### src/rtl/rtp_pkg.sv
`timescale 1ns / 1ps
// ----------------------------------------------------------------------------
// RTP header parser package
// Shared word types, header tracking struct and protocol constants.
// ----------------------------------------------------------------------------
package rtp_pkg;

    localparam logic [6:0]  FIXED_HEADER_BYTES = 7'd12;
    localparam logic [1:0]  RTP_VERSION        = 2'd2;
    localparam logic [16:0] POS_LIMIT          = 17'h10000;
    localparam logic [18:0] HEO_RESET          = 19'd12;

    typedef struct packed {
        logic [7:0] packet_byte;
        logic       end_of_packet;
    } t_in_word;

    typedef struct packed {
        logic        status;
        logic [1:0]  version;
        logic        padding_flag;
        logic        extension_flag;
        logic [3:0]  source_count;
        logic        marker;
        logic [6:0]  payload_type;
        logic [15:0] sequence_number;
        logic [31:0] timestamp;
        logic [31:0] ssrc;
        logic [15:0] payload_offset;
        logic [15:0] data_size;
    } t_out_word;

    typedef struct packed {
        logic [31:0] lead;
        logic [31:0] ts;
        logic [31:0] ssrc;
        logic [18:0] heo;
        logic [16:0] len;
        logic [6:0]  base;
        logic        ext;
        logic [7:0]  last_byte;
    } t_hdr;

endpackage

### src/rtl/rtp_in_reg.sv
`timescale 1ns / 1ps
// ----------------------------------------------------------------------------
// RTP input register
// Holds one packet byte and hands it to the parse stage when it can advance.
// ----------------------------------------------------------------------------
module rtp_in_reg (
    input  logic             i_clk,
    input  logic             i_rst_n,
    input  logic             i_in_valid,
    input  rtp_pkg::t_in_word i_in_data,
    output logic             o_in_stall,
    input  logic             i_out_free,
    output logic             o_go,
    output rtp_pkg::t_in_word o_word
);

    logic              r_valid;
    logic              n_valid;
    rtp_pkg::t_in_word r_word;
    logic              w_accept;

    assign o_go       = r_valid && (!r_word.end_of_packet || i_out_free);
    assign o_in_stall = r_valid && !o_go;
    assign w_accept   = i_in_valid && !o_in_stall;
    assign o_word     = r_word;

    always_comb begin
        n_valid = r_valid;
        if (w_accept) begin
            n_valid = 1'b1;
        end else if (o_go) begin
            n_valid = 1'b0;
        end
    end

    always_ff @(posedge i_clk) begin
        if (!i_rst_n) begin
            r_valid <= 1'b0;
        end else begin
            r_valid <= n_valid;
        end
    end

    always_ff @(posedge i_clk) begin
        if (w_accept) begin
            r_word <= i_in_data;
        end
    end

    a_stall_only_on_blocked_last: assert property (@(posedge i_clk) disable iff (!i_rst_n)
        o_in_stall |-> (r_word.end_of_packet && !i_out_free))
        else $error("input stalled without a blocked final word");

endmodule

### src/rtl/rtp_hdr_track.sv
`timescale 1ns / 1ps
// ----------------------------------------------------------------------------
// RTP header tracker
// Counts bytes, captures the fixed header and the extension length word,
// and works out where the header ends.
// ----------------------------------------------------------------------------
module rtp_hdr_track (
    input  logic          i_clk,
    input  logic          i_rst_n,
    input  logic          i_go,
    input  logic [7:0]    i_byte,
    input  logic          i_last,
    output rtp_pkg::t_hdr o_hdr
);

    logic [16:0] r_pos;
    logic [31:0] r_lead;
    logic [31:0] r_ts;
    logic [31:0] r_ssrc;
    logic [15:0] r_ewc;
    logic [18:0] r_heo;

    logic [16:0] n_pos;
    logic [31:0] n_lead;
    logic [31:0] n_ts;
    logic [31:0] n_ssrc;
    logic [15:0] n_ewc;
    logic [18:0] n_heo;

    logic [7:0]  w_b0;
    logic        w_ext;
    logic [6:0]  w_base;
    logic [16:0] w_base_w;

    always_comb begin
        n_lead = r_lead;
        n_ts   = r_ts;
        n_ssrc = r_ssrc;
        if (r_pos < 17'd4) begin
            case (r_pos[1:0])
                2'd0:    n_lead[31:24] = r_lead[31:24] | i_byte;
                2'd1:    n_lead[23:16] = r_lead[23:16] | i_byte;
                2'd2:    n_lead[15:8]  = r_lead[15:8] | i_byte;
                default: n_lead[7:0]   = r_lead[7:0] | i_byte;
            endcase
        end else if (r_pos < 17'd8) begin
            case (r_pos[1:0])
                2'd0:    n_ts[31:24] = r_ts[31:24] | i_byte;
                2'd1:    n_ts[23:16] = r_ts[23:16] | i_byte;
                2'd2:    n_ts[15:8]  = r_ts[15:8] | i_byte;
                default: n_ts[7:0]   = r_ts[7:0] | i_byte;
            endcase
        end else if (r_pos < 17'd12) begin
            case (r_pos[1:0])
                2'd0:    n_ssrc[31:24] = r_ssrc[31:24] | i_byte;
                2'd1:    n_ssrc[23:16] = r_ssrc[23:16] | i_byte;
                2'd2:    n_ssrc[15:8]  = r_ssrc[15:8] | i_byte;
                default: n_ssrc[7:0]   = r_ssrc[7:0] | i_byte;
            endcase
        end

        w_b0     = n_lead[31:24];
        w_ext    = w_b0[4];
        w_base   = rtp_pkg::FIXED_HEADER_BYTES + {1'b0, w_b0[3:0], 2'b00};
        w_base_w = {10'd0, w_base};

        n_ewc = r_ewc;
        n_heo = r_heo;
        if (r_pos == 17'd0) begin
            n_heo = {12'd0, w_base} + (w_ext ? 19'd4 : 19'd0);
        end else if (w_ext && (r_pos == w_base_w + 17'd2 || r_pos == w_base_w + 17'd3)) begin
            n_ewc = {r_ewc[7:0], i_byte};
            if (r_pos == w_base_w + 17'd3) begin
                n_heo = r_heo + {1'b0, n_ewc, 2'b00};
            end
        end

        n_pos = (r_pos < rtp_pkg::POS_LIMIT) ? r_pos + 17'd1 : r_pos;
    end

    assign o_hdr.lead      = n_lead;
    assign o_hdr.ts        = n_ts;
    assign o_hdr.ssrc      = n_ssrc;
    assign o_hdr.heo       = n_heo;
    assign o_hdr.len       = n_pos;
    assign o_hdr.base      = w_base;
    assign o_hdr.ext       = w_ext;
    assign o_hdr.last_byte = i_byte;

    always_ff @(posedge i_clk) begin
        if (!i_rst_n || (i_go && i_last)) begin
            r_pos  <= 17'd0;
            r_lead <= 32'd0;
            r_ts   <= 32'd0;
            r_ssrc <= 32'd0;
            r_ewc  <= 16'd0;
            r_heo  <= rtp_pkg::HEO_RESET;
        end else if (i_go) begin
            r_pos  <= n_pos;
            r_lead <= n_lead;
            r_ts   <= n_ts;
            r_ssrc <= n_ssrc;
            r_ewc  <= n_ewc;
            r_heo  <= n_heo;
        end
    end

    a_pos_saturates: assert property (@(posedge i_clk) disable iff (!i_rst_n)
        r_pos <= rtp_pkg::POS_LIMIT)
        else $error("byte counter ran past its limit");

    a_heo_floor: assert property (@(posedge i_clk) disable iff (!i_rst_n)
        r_heo >= rtp_pkg::HEO_RESET)
        else $error("header end offset below the fixed header size");

endmodule

### src/rtl/rtp_out_reg.sv
`timescale 1ns / 1ps
// ----------------------------------------------------------------------------
// RTP result stage
// Checks the finished packet, forms the result word and holds it until it
// is taken.
// ----------------------------------------------------------------------------
module rtp_out_reg (
    input  logic              i_clk,
    input  logic              i_rst_n,
    input  logic              i_load,
    input  rtp_pkg::t_hdr     i_hdr,
    output logic              o_free,
    output logic              o_out_valid,
    output rtp_pkg::t_out_word o_out_data,
    input  logic              i_out_stall
);

    logic               r_valid;
    logic               n_valid;
    rtp_pkg::t_out_word r_data;
    rtp_pkg::t_out_word n_data;

    logic [7:0]  w_b0;
    logic [16:0] w_base_w;
    logic [15:0] w_size;
    logic        w_st;

    always_comb begin
        n_data   = '0;
        w_b0     = i_hdr.lead[31:24];
        w_base_w = {10'd0, i_hdr.base};
        w_size   = 16'd0;
        w_st     = 1'b0;
        if (i_hdr.len < {10'd0, rtp_pkg::FIXED_HEADER_BYTES}) begin
            w_st = 1'b1;
        end else begin
            n_data.version         = w_b0[7:6];
            n_data.padding_flag    = w_b0[5];
            n_data.extension_flag  = w_b0[4];
            n_data.source_count    = w_b0[3:0];
            n_data.marker          = i_hdr.lead[23];
            n_data.payload_type    = i_hdr.lead[22:16];
            n_data.sequence_number = i_hdr.lead[15:0];
            n_data.timestamp       = i_hdr.ts;
            n_data.ssrc            = i_hdr.ssrc;
            if (i_hdr.len[16] || w_b0[7:6] != rtp_pkg::RTP_VERSION
                    || w_base_w > i_hdr.len) begin
                w_st = 1'b1;
            end else if (i_hdr.ext && w_base_w + 17'd4 > i_hdr.len) begin
                w_st = 1'b1;
            end else if (i_hdr.heo > {2'd0, i_hdr.len}) begin
                w_st = 1'b1;
            end else begin
                n_data.payload_offset = i_hdr.heo[15:0];
                w_size = i_hdr.len[15:0] - i_hdr.heo[15:0];
                if (w_b0[5] && w_size != 16'd0) begin
                    if (i_hdr.last_byte == 8'd0 || {8'd0, i_hdr.last_byte} > w_size) begin
                        w_st = 1'b1;
                    end else begin
                        w_size = w_size - {8'd0, i_hdr.last_byte};
                    end
                end
                n_data.data_size = w_size;
            end
        end
        n_data.status = w_st;
        if (w_st) begin
            n_data.payload_offset = 16'd0;
            n_data.data_size      = 16'd0;
        end
    end

    assign o_free      = !r_valid || !i_out_stall;
    assign o_out_valid = r_valid;
    assign o_out_data  = r_data;

    always_comb begin
        n_valid = r_valid;
        if (i_load) begin
            n_valid = 1'b1;
        end else if (!i_out_stall) begin
            n_valid = 1'b0;
        end
    end

    always_ff @(posedge i_clk) begin
        if (!i_rst_n) begin
            r_valid <= 1'b0;
        end else begin
            r_valid <= n_valid;
        end
    end

    always_ff @(posedge i_clk) begin
        if (i_load) begin
            r_data <= n_data;
        end
    end

    a_load_only_when_free: assert property (@(posedge i_clk) disable iff (!i_rst_n)
        i_load |-> o_free)
        else $error("result loaded over a word not yet taken");

    a_good_has_version: assert property (@(posedge i_clk) disable iff (!i_rst_n)
        (r_valid && !r_data.status) |-> (r_data.version == rtp_pkg::RTP_VERSION))
        else $error("valid status with wrong version");

    a_good_offset_floor: assert property (@(posedge i_clk) disable iff (!i_rst_n)
        (r_valid && !r_data.status)
            |-> (r_data.payload_offset >= {9'd0, rtp_pkg::FIXED_HEADER_BYTES}))
        else $error("valid status with payload offset inside fixed header");

endmodule

### src/rtl/rtp_header_parser.sv
`timescale 1ns / 1ps
// ----------------------------------------------------------------------------
// RTP header parser
// Parses an RTP fixed header from a byte stream and reports payload bounds.
// ----------------------------------------------------------------------------
// Input channel: one packet byte per word on i_in_data, with end_of_packet
// set on the final byte. A word is taken when i_in_valid is high and
// o_in_stall is low. Bytes may arrive in every cycle.
// Output channel: one result word per packet on o_out_data, taken when
// o_out_valid is high and i_out_stall is low.
// Throughput: one byte per cycle, except while a final byte waits for the
// result register. Each byte passes through the input register, then the
// header tracker updates its counters and capture registers and, on the
// final byte, the result register is loaded.
// While the receiver stalls, the held result stays put and non-final bytes
// keep flowing; only a final byte waits in the input register until the
// result register is free, and the input then stalls.
// Reset clears the byte counter, capture registers and both valid flags;
// the block is ready for a new packet as soon as reset is released.
// ----------------------------------------------------------------------------
module rtp_header_parser (
    input  logic               i_clk,
    input  logic               i_rst_n,
    input  logic               i_in_valid,
    input  rtp_pkg::t_in_word  i_in_data,
    output logic               o_in_stall,
    output logic               o_out_valid,
    output rtp_pkg::t_out_word o_out_data,
    input  logic               i_out_stall
);

    logic              w_go;
    logic              w_free;
    rtp_pkg::t_in_word w_word;
    rtp_pkg::t_hdr     w_hdr;

    rtp_in_reg u_in_reg (
        .i_clk      (i_clk),
        .i_rst_n    (i_rst_n),
        .i_in_valid (i_in_valid),
        .i_in_data  (i_in_data),
        .o_in_stall (o_in_stall),
        .i_out_free (w_free),
        .o_go       (w_go),
        .o_word     (w_word)
    );

    rtp_hdr_track u_hdr_track (
        .i_clk   (i_clk),
        .i_rst_n (i_rst_n),
        .i_go    (w_go),
        .i_byte  (w_word.packet_byte),
        .i_last  (w_word.end_of_packet),
        .o_hdr   (w_hdr)
    );

    rtp_out_reg u_out_reg (
        .i_clk       (i_clk),
        .i_rst_n     (i_rst_n),
        .i_load      (w_go && w_word.end_of_packet),
        .i_hdr       (w_hdr),
        .o_free      (w_free),
        .o_out_valid (o_out_valid),
        .o_out_data  (o_out_data),
        .i_out_stall (i_out_stall)
    );

endmodule

### config.mk
export PLATFORM = sky130hd
export DESIGN_NAME = rtp_header_parser
export DESIGN_NICKNAME = d
export VERILOG_FILES = /design/src/rtl/rtp_pkg.sv /design/src/rtl/rtp_in_reg.sv /design/src/rtl/rtp_hdr_track.sv /design/src/rtl/rtp_out_reg.sv /design/src/rtl/rtp_header_parser.sv
export SDC_FILE = /design/constraint.sdc
export NUM_CORES = 1
export LEC_CHECK = 0
export BUFFER_PORTS_ARGS = -buffer_cell sky130_fd_sc_hd__buf_2
export CELL_PAD_IN_SITES_DETAIL_PLACEMENT = 0
export CELL_PAD_IN_SITES_GLOBAL_PLACEMENT = 2
export CORE_ASPECT_RATIO = 0.75
export CORE_UTILIZATION = 37
export DETAILED_ROUTE_END_ITERATION = 10
export GPL_TIMING_DRIVEN = 0
export PLACE_DENSITY = 0.89
export SLEW_MARGIN = 40
export SYNTH_ARGS = -nofsm -noshare
export SYNTH_HDL_FRONTEND = slang
export SYNTH_SLANG_ARGS = --single-unit
### constraint.sdc
create_clock -name i_clk -period 8.1 [get_ports i_clk]
set_clock_uncertainty 0.2 [all_clocks]
set_input_delay 0 -clock i_clk [delete_from_list [all_inputs] [get_ports i_clk]]
set_output_delay 0 -clock i_clk [all_outputs]
set_load 0.01 [all_outputs]
## Yosys cells after proc, flatten, opt, wreduce, memory -nomap -nowiden

Cells that the tools add are included.
W data, S select, Z words.

| operators by class | value |
|---|---|
| $add $sub $neg | 9 |
| $lt $le $gt $ge | 9 |
| equal/unequal tests | 6 |
| multiplexer cells | 35 |
| bitwise gates (word level) | 13 |
| reduce and logical (&&, ||, !) cells | 28 |

Operators with widths:

| kind | count |
|---|---|
| $mux W32 | 6 |
| $mux W8 | 12 |
| $or A8 B8 Y8 | 12 |
| $mux W19 | 3 |
| $lt A17 B4 Y1 const B | 3 |
| $eq A17 B17 Y1 | 2 |
| $mux W16 | 2 |
| $add A19 B18 Y19 | 1 |
| $add A7 B19 Y19 | 1 |
| $gt A19 B17 Y1 | 1 |
| $add A17 B1 Y17 const B | 1 |
| $gt A17 B17 Y1 | 1 |
| $gt A7 B17 Y1 | 1 |
| $logic_not A17 Y1 | 1 |
| $lt A17 B17 Y1 const B | 1 |
| $lt A17 B3 Y1 const B | 1 |
| $mux W17 | 1 |
| $add A7 B2 Y8 const B | 2 |
| $gt A8 B16 Y1 | 1 |
| $reduce_bool A16 Y1 | 1 |
| $sub A16 B16 Y16 | 1 |
| $sub A16 B8 Y16 | 1 |
| $mux W1 | 10 |
| $add A7 B3 Y8 const B | 1 |
| 16 further kinds | 33 |

| storage, ports and cells | value |
|---|---|
| register bits | 280 |
| bits of input ports | 13 |
| output and inout port bits | 131 |
| word-level logic and storage cells | 122 |

## Logic depth before layout (Yosys ltp)

| depth | value |
|---|---|
| depth in word-level cells | 21 |
| gate-level depth with buffers | 33 |
| mapped depth without buffers | 29 |

## Modules after synthesis

A second synthesis with hierarchy kept.

| second synthesis, totals | value |
|---|---|
| cells, all modules | 1432 |
| area, all modules | 15194.6 um2 |

Modules (own cells, without submodules):

| module | times used | cells each | area each (um2) | seq. area each (um2) |
|---|---|---|---|---|
| rtp_hdr_track | 1 | 788 | 7602.3 | 2802.7 |
| rtp_out_reg | 1 | 628 | 7262.0 | 3893.7 |
| rtp_in_reg | 1 | 15 | 324.1 | 290.3 |
| rtp_header_parser | 1 | 1 | 6.3 | 0.0 |

## Worst setup path before layout

OpenSTA, ideal clock, no wires.

| timing | value |
|---|---|
| path kind | register -> register |
| start | register u_hdr_track.r_pos[0] |
| end | register u_out_reg.r_data, in the netlist u_out_reg.o_out_data[7] (data pin) |
| library setup time | 0.255 ns |
| data arrival time | 6.271 ns |
| required time | 7.645 ns |
| path slack | 1.374 ns |
| stages on the path, launching flop included | 34 |
| buffers on the path | 4 |
| period minus slack after synthesis | 6.726 ns |
| cells stage by stage | dfxtp_1 > inv_1 > ha_1 > nor2b_1 > and4_1 > buf_4 > a31o_2 > and3_1 > nor3_2 > o211ai_1 > or2_2 > clkbuf_1 > clkbuf_1 > nand2_1 > nand3_1 > o21ai_0 > inv_1 > ha_1 > nor2b_1 > o211ai_1 > o21ai_0 > o21ai_0 > and2_1 > ha_1 > nor2b_1 > o22ai_1 > a211oi_1 > a21oi_1 > maj3_1 > o21bai_1 > a22o_1 > buf_2 > mux2i_1 > nor2_1 |

| on the way | value |
|---|---|
| word-level cells in the longest chain between the ends | 20 |
| elaborated cells on any way between the ends | 44 |
| classes of those cells | add/sub: 8; order compare: 7; eq/ne: 3; mux: 15; reduce/logical: 11 |

Ends and longest elaborated chain:

| item | RTL line | text |
|---|---|---|
| start, declared | rtp_hdr_track.sv:16 | `logic [16:0] r_pos;` |
| start signal, assigned | rtp_hdr_track.sv:99 | `r_pos <= n_pos;` |
| branches (longest 20 deep; another with $lt A17 B3 Y1) | n/a |  |
| end signal, assigned | rtp_out_reg.sv:96 | `r_data <= n_data;` |
| end, declared | rtp_out_reg.sv:20 | `rtp_pkg::t_out_word r_data;` |

Parallel ways; which one is timed is not known.
A chain may end at the register's enable or synchronous reset.

## Worst setup path after layout

| timing | value |
|---|---|
| start | register u_hdr_track.r_pos[1] |
| end | register u_out_reg.r_data, in the netlist u_out_reg.o_out_data[31] (data pin) |

The elaborated chain is that of the path after synthesis.

==> reports/qor.yml <==
syn_to_final_growth_pct: 18.96
crit_fanout: 10
hp-class: "input port to flip-flop"
p_leak_nw: 6.873
stdcell_count: 2337
synth-simple-area-share_pct: 17.63
io_buffer_count: 143
worstPathRequired_ps: 8180
cts_buffers: 29
worstPathArrival_ps: 7800
rr_startpoint: "u_hdr_track.r_pos[1]$_SDFFE_PP0P_"
rsz0062_at_grt: "false"
fp.dieW_um: 230.3
ant_nets: 0
drt_first_pass_iters: 5
synth.distinct_cells: 79
clock.fmax_ghz: 0.1296
final_hold_viol_count: 0
antenna_found_initial: 0
worst_slew_pin_slew_ps: 902.2
setup_slack_ps: 381.2
vias: 12467
synthesis.nets: 1686
finalCritPeriodShare_pct: 95.29
grt_pass1_vias: 11592
grt_start_max_net_pins: 84
clkSinkCount: 280
initialDrtViolationCount: 1179
coreArea_sq_um: 38400
start_util_pct: 37.67
synth_xor_area_share_pct: 3.996
synthArstFlopShare_pct: 0
gr-total-overflow: 0
rows: 62
crit_buf_inv: 7
avgSynthCellArea_sq_um: 9.047
crit_family: "compound AO/OA/AOI/OAI gates"
path_class: "flip-flop to flip-flop"
final_common_cell: "nor2_1"
fillCellCount: 3844
ys_seq_area_share_pct: 48.30
fp.dieArea_sq_um: 39900
routed_via_density: 5.335
crit_start: "u_hdr_track.r_pos[1]$_SDFFE_PP0P_"
hp-start: "i_rst_n"
grtUsageTotal_pct: 22.59
dp_hpwl_um: 34080
die_y_um: 173.2
hold_slack_ps: 35.70
dp.cells: 2257
cp-start-kind: "flip-flop"
n_antenna_cell: 0
maxCapViolations: 0
cts_tree: "built"
synthAdderAreaFrac_pct: 6.764
clockBufferDepth: 3
cts_max_level: 1
drv_slew: 0
powerDensity_nw_per_um2: 205.8
path_clk_slew_ps: 70
grt_first_pass_wirelength_um: 69520
synthesis.area_sq_um: 14470
end_kind: "flip-flop"
setup_viol: 0
pre_cts_slack_ps: -502.4
final_cell_mix: "316 x nor2_1, 252 x a21oi_1, 152 x buf_2"
drive_above_1_share_pct: 14.19
outcome: "finished, final reports clean"
wirelength_um: 45900
layout.nets: 1889
synth_edf_count: 138
synthMuxAreaShare_pct: 1.488
root_buffer: "clkbuf_16"
synth_compound_area_share_pct: 16.84
period_needed_ps: 7719
gp_congestion: 0.8970
vdd_drop_max_v: 0.0001515
ys.flop_type: "dfxtp_1"
yosysWarnings: 0
ys_ff_latch: 280
drc: 0
ioPinCount: 144
syn_inst: 1599
synth_top_family_by_area: "simple AND/OR/NAND/NOR gates"
cp_slowest_stage_delay_ps: 580
clock_latency_ps: 570
slew_headroom_pct: 39.86
post_drt_wl_per_cell_um: 19.64
crit_slowest_cell: "or4b_4"
-- flip-flops by register name (all words and copies together) (netlist names) --
name,cells
u_out_reg.o_out_data,129
u_hdr_track.r_lead,32
u_hdr_track.r_ssrc,32
u_hdr_track.r_ts,32
u_hdr_track.r_heo,19
u_hdr_track.r_pos,17
u_in_reg.o_word,9
u_hdr_track.r_ewc,8
u_in_reg.r_valid,1
u_out_reg.o_out_valid,1
-- cells in the mapped netlist (27+ instances only) --
cell | n | area (sq um)
nor2_1 | 317 | 1190
xor2_1 | 27 | 236.5
inv_1 | 71 | 266.5
nand2_1 | 71 | 266.5
dfxtp_1 | 142 | 2843
ha_1 | 71 | 888.4
nand3_1 | 33 | 165.2
edfxtp_1 | 138 | 4144
a21oi_1 | 253 | 1266
clkbuf_1 | 90 | 337.8
xnor2_1 | 39 | 341.6
nor3_1 | 29 | 145.1
o21ai_0 | 43 | 215.2
-- repair_timing --
| action | 4_1_cts | 5_1_grt |
|---|---|---|
| buffers inserted | 3 | 1 |
| resized for setup | 7 | 11 |
| hold endpoints to repair | 24 | 0 |
| endpoints found under the setup margin | 33 | 33 |
| gates cloned | 0 | 0 |
| hold buffers | 22 | 0 |
| pin swaps | 1 | 1 |
-- area by class of cell --
cell class / instances / area, sq um / area share (%)
Clock inverter: 12 / 100.1 / 0.5816
Timing Repair Buffer: 172 / 1016 / 5.904
Sequential cell: 280 / 6988 / 40.61
Buffer: 110 / 460.4 / 2.676
Multi-Input combinational cell: 1138 / 6833 / 39.70
Inverter: 71 / 274.0 / 1.592
Clock buffer: 42 / 897.1 / 5.213
Tap cell: 512 / 640.6 / 3.723
-- final timing paths --
| kind | endpoint | slack [ps] | cells past startpoint |
|---|---|---|---|
| setup reg to reg | u_out_reg.o_out_data[31]$_SDFFCE_PP0P_ | 380 | 30 |
| hold reg to reg | u_hdr_track.r_heo[1]$_SDFFE_PP0P_ | 270 | 1 |
| hold / removal | u_hdr_track.r_heo[3]$_SDFFE_PP1P_ | 40 | 3 |
| setup / recovery | u_out_reg.o_out_data[31]$_SDFFCE_PP0P_ | 380 | 30 |
-- metal layers --
metal	part of all wire, %	global-route usage [%]	vias to the layer above
met1	50	35.73	6005
met4	1.4	3.891	0
li1	-	-	6002
met5	0	0	-
met2	42	33.04	411
met3	6.1	2.516	49
-- per-stage QoR --
step	cell area, sq um	setup TNS (ps)	utilization (%)	total power (W)
after floorplan	14470	0	-	0.001982
after global placement	15820	-14110	41.21	0.002165
after detailed placement	15900	-10870	41.40	0.002167
after CTS	17160	0	44.69	0.003548
after global routing	17210	0	44.82	0.003678
final	17210	0	44.82	0.003542
-- worst register-to-register path: cells and delay by family (launching register included) --
family | cells | cell delay (ps)
compound gates | 11 | 2640
fa+ha+maj | 2 | 590
buf+inv | 7 | 1140
flops | 1 | 370
simple gates | 10 | 2500
-- kinds of logic (layout without fill, tap and decap cells) --
| group | after synthesis | count (layout) |
|---|---|---|
| AOI/OAI and AO/OA | 412 | 412 |
| xor gates and xnor gates | 66 | 66 |
| adders and majority gates | 77 | 77 |
| buffers and inverters | 181 | 407 |
| DFF | 280 | 280 |
| muxes | 21 | 21 |
| other | 1 | 1 |
| and+or+nand+nor | 561 | 561 |
-- report_power, final --
group / switching [W] / internal (W) / leakage, nW
Clock: 0.000574 / 0.000803 / 0.500
Combinational: 0.000419 / 0.000227 / 3.87
Sequential: 0.0000162 / 0.00150 / 2.50
Power figures use the tool's default switching activity.
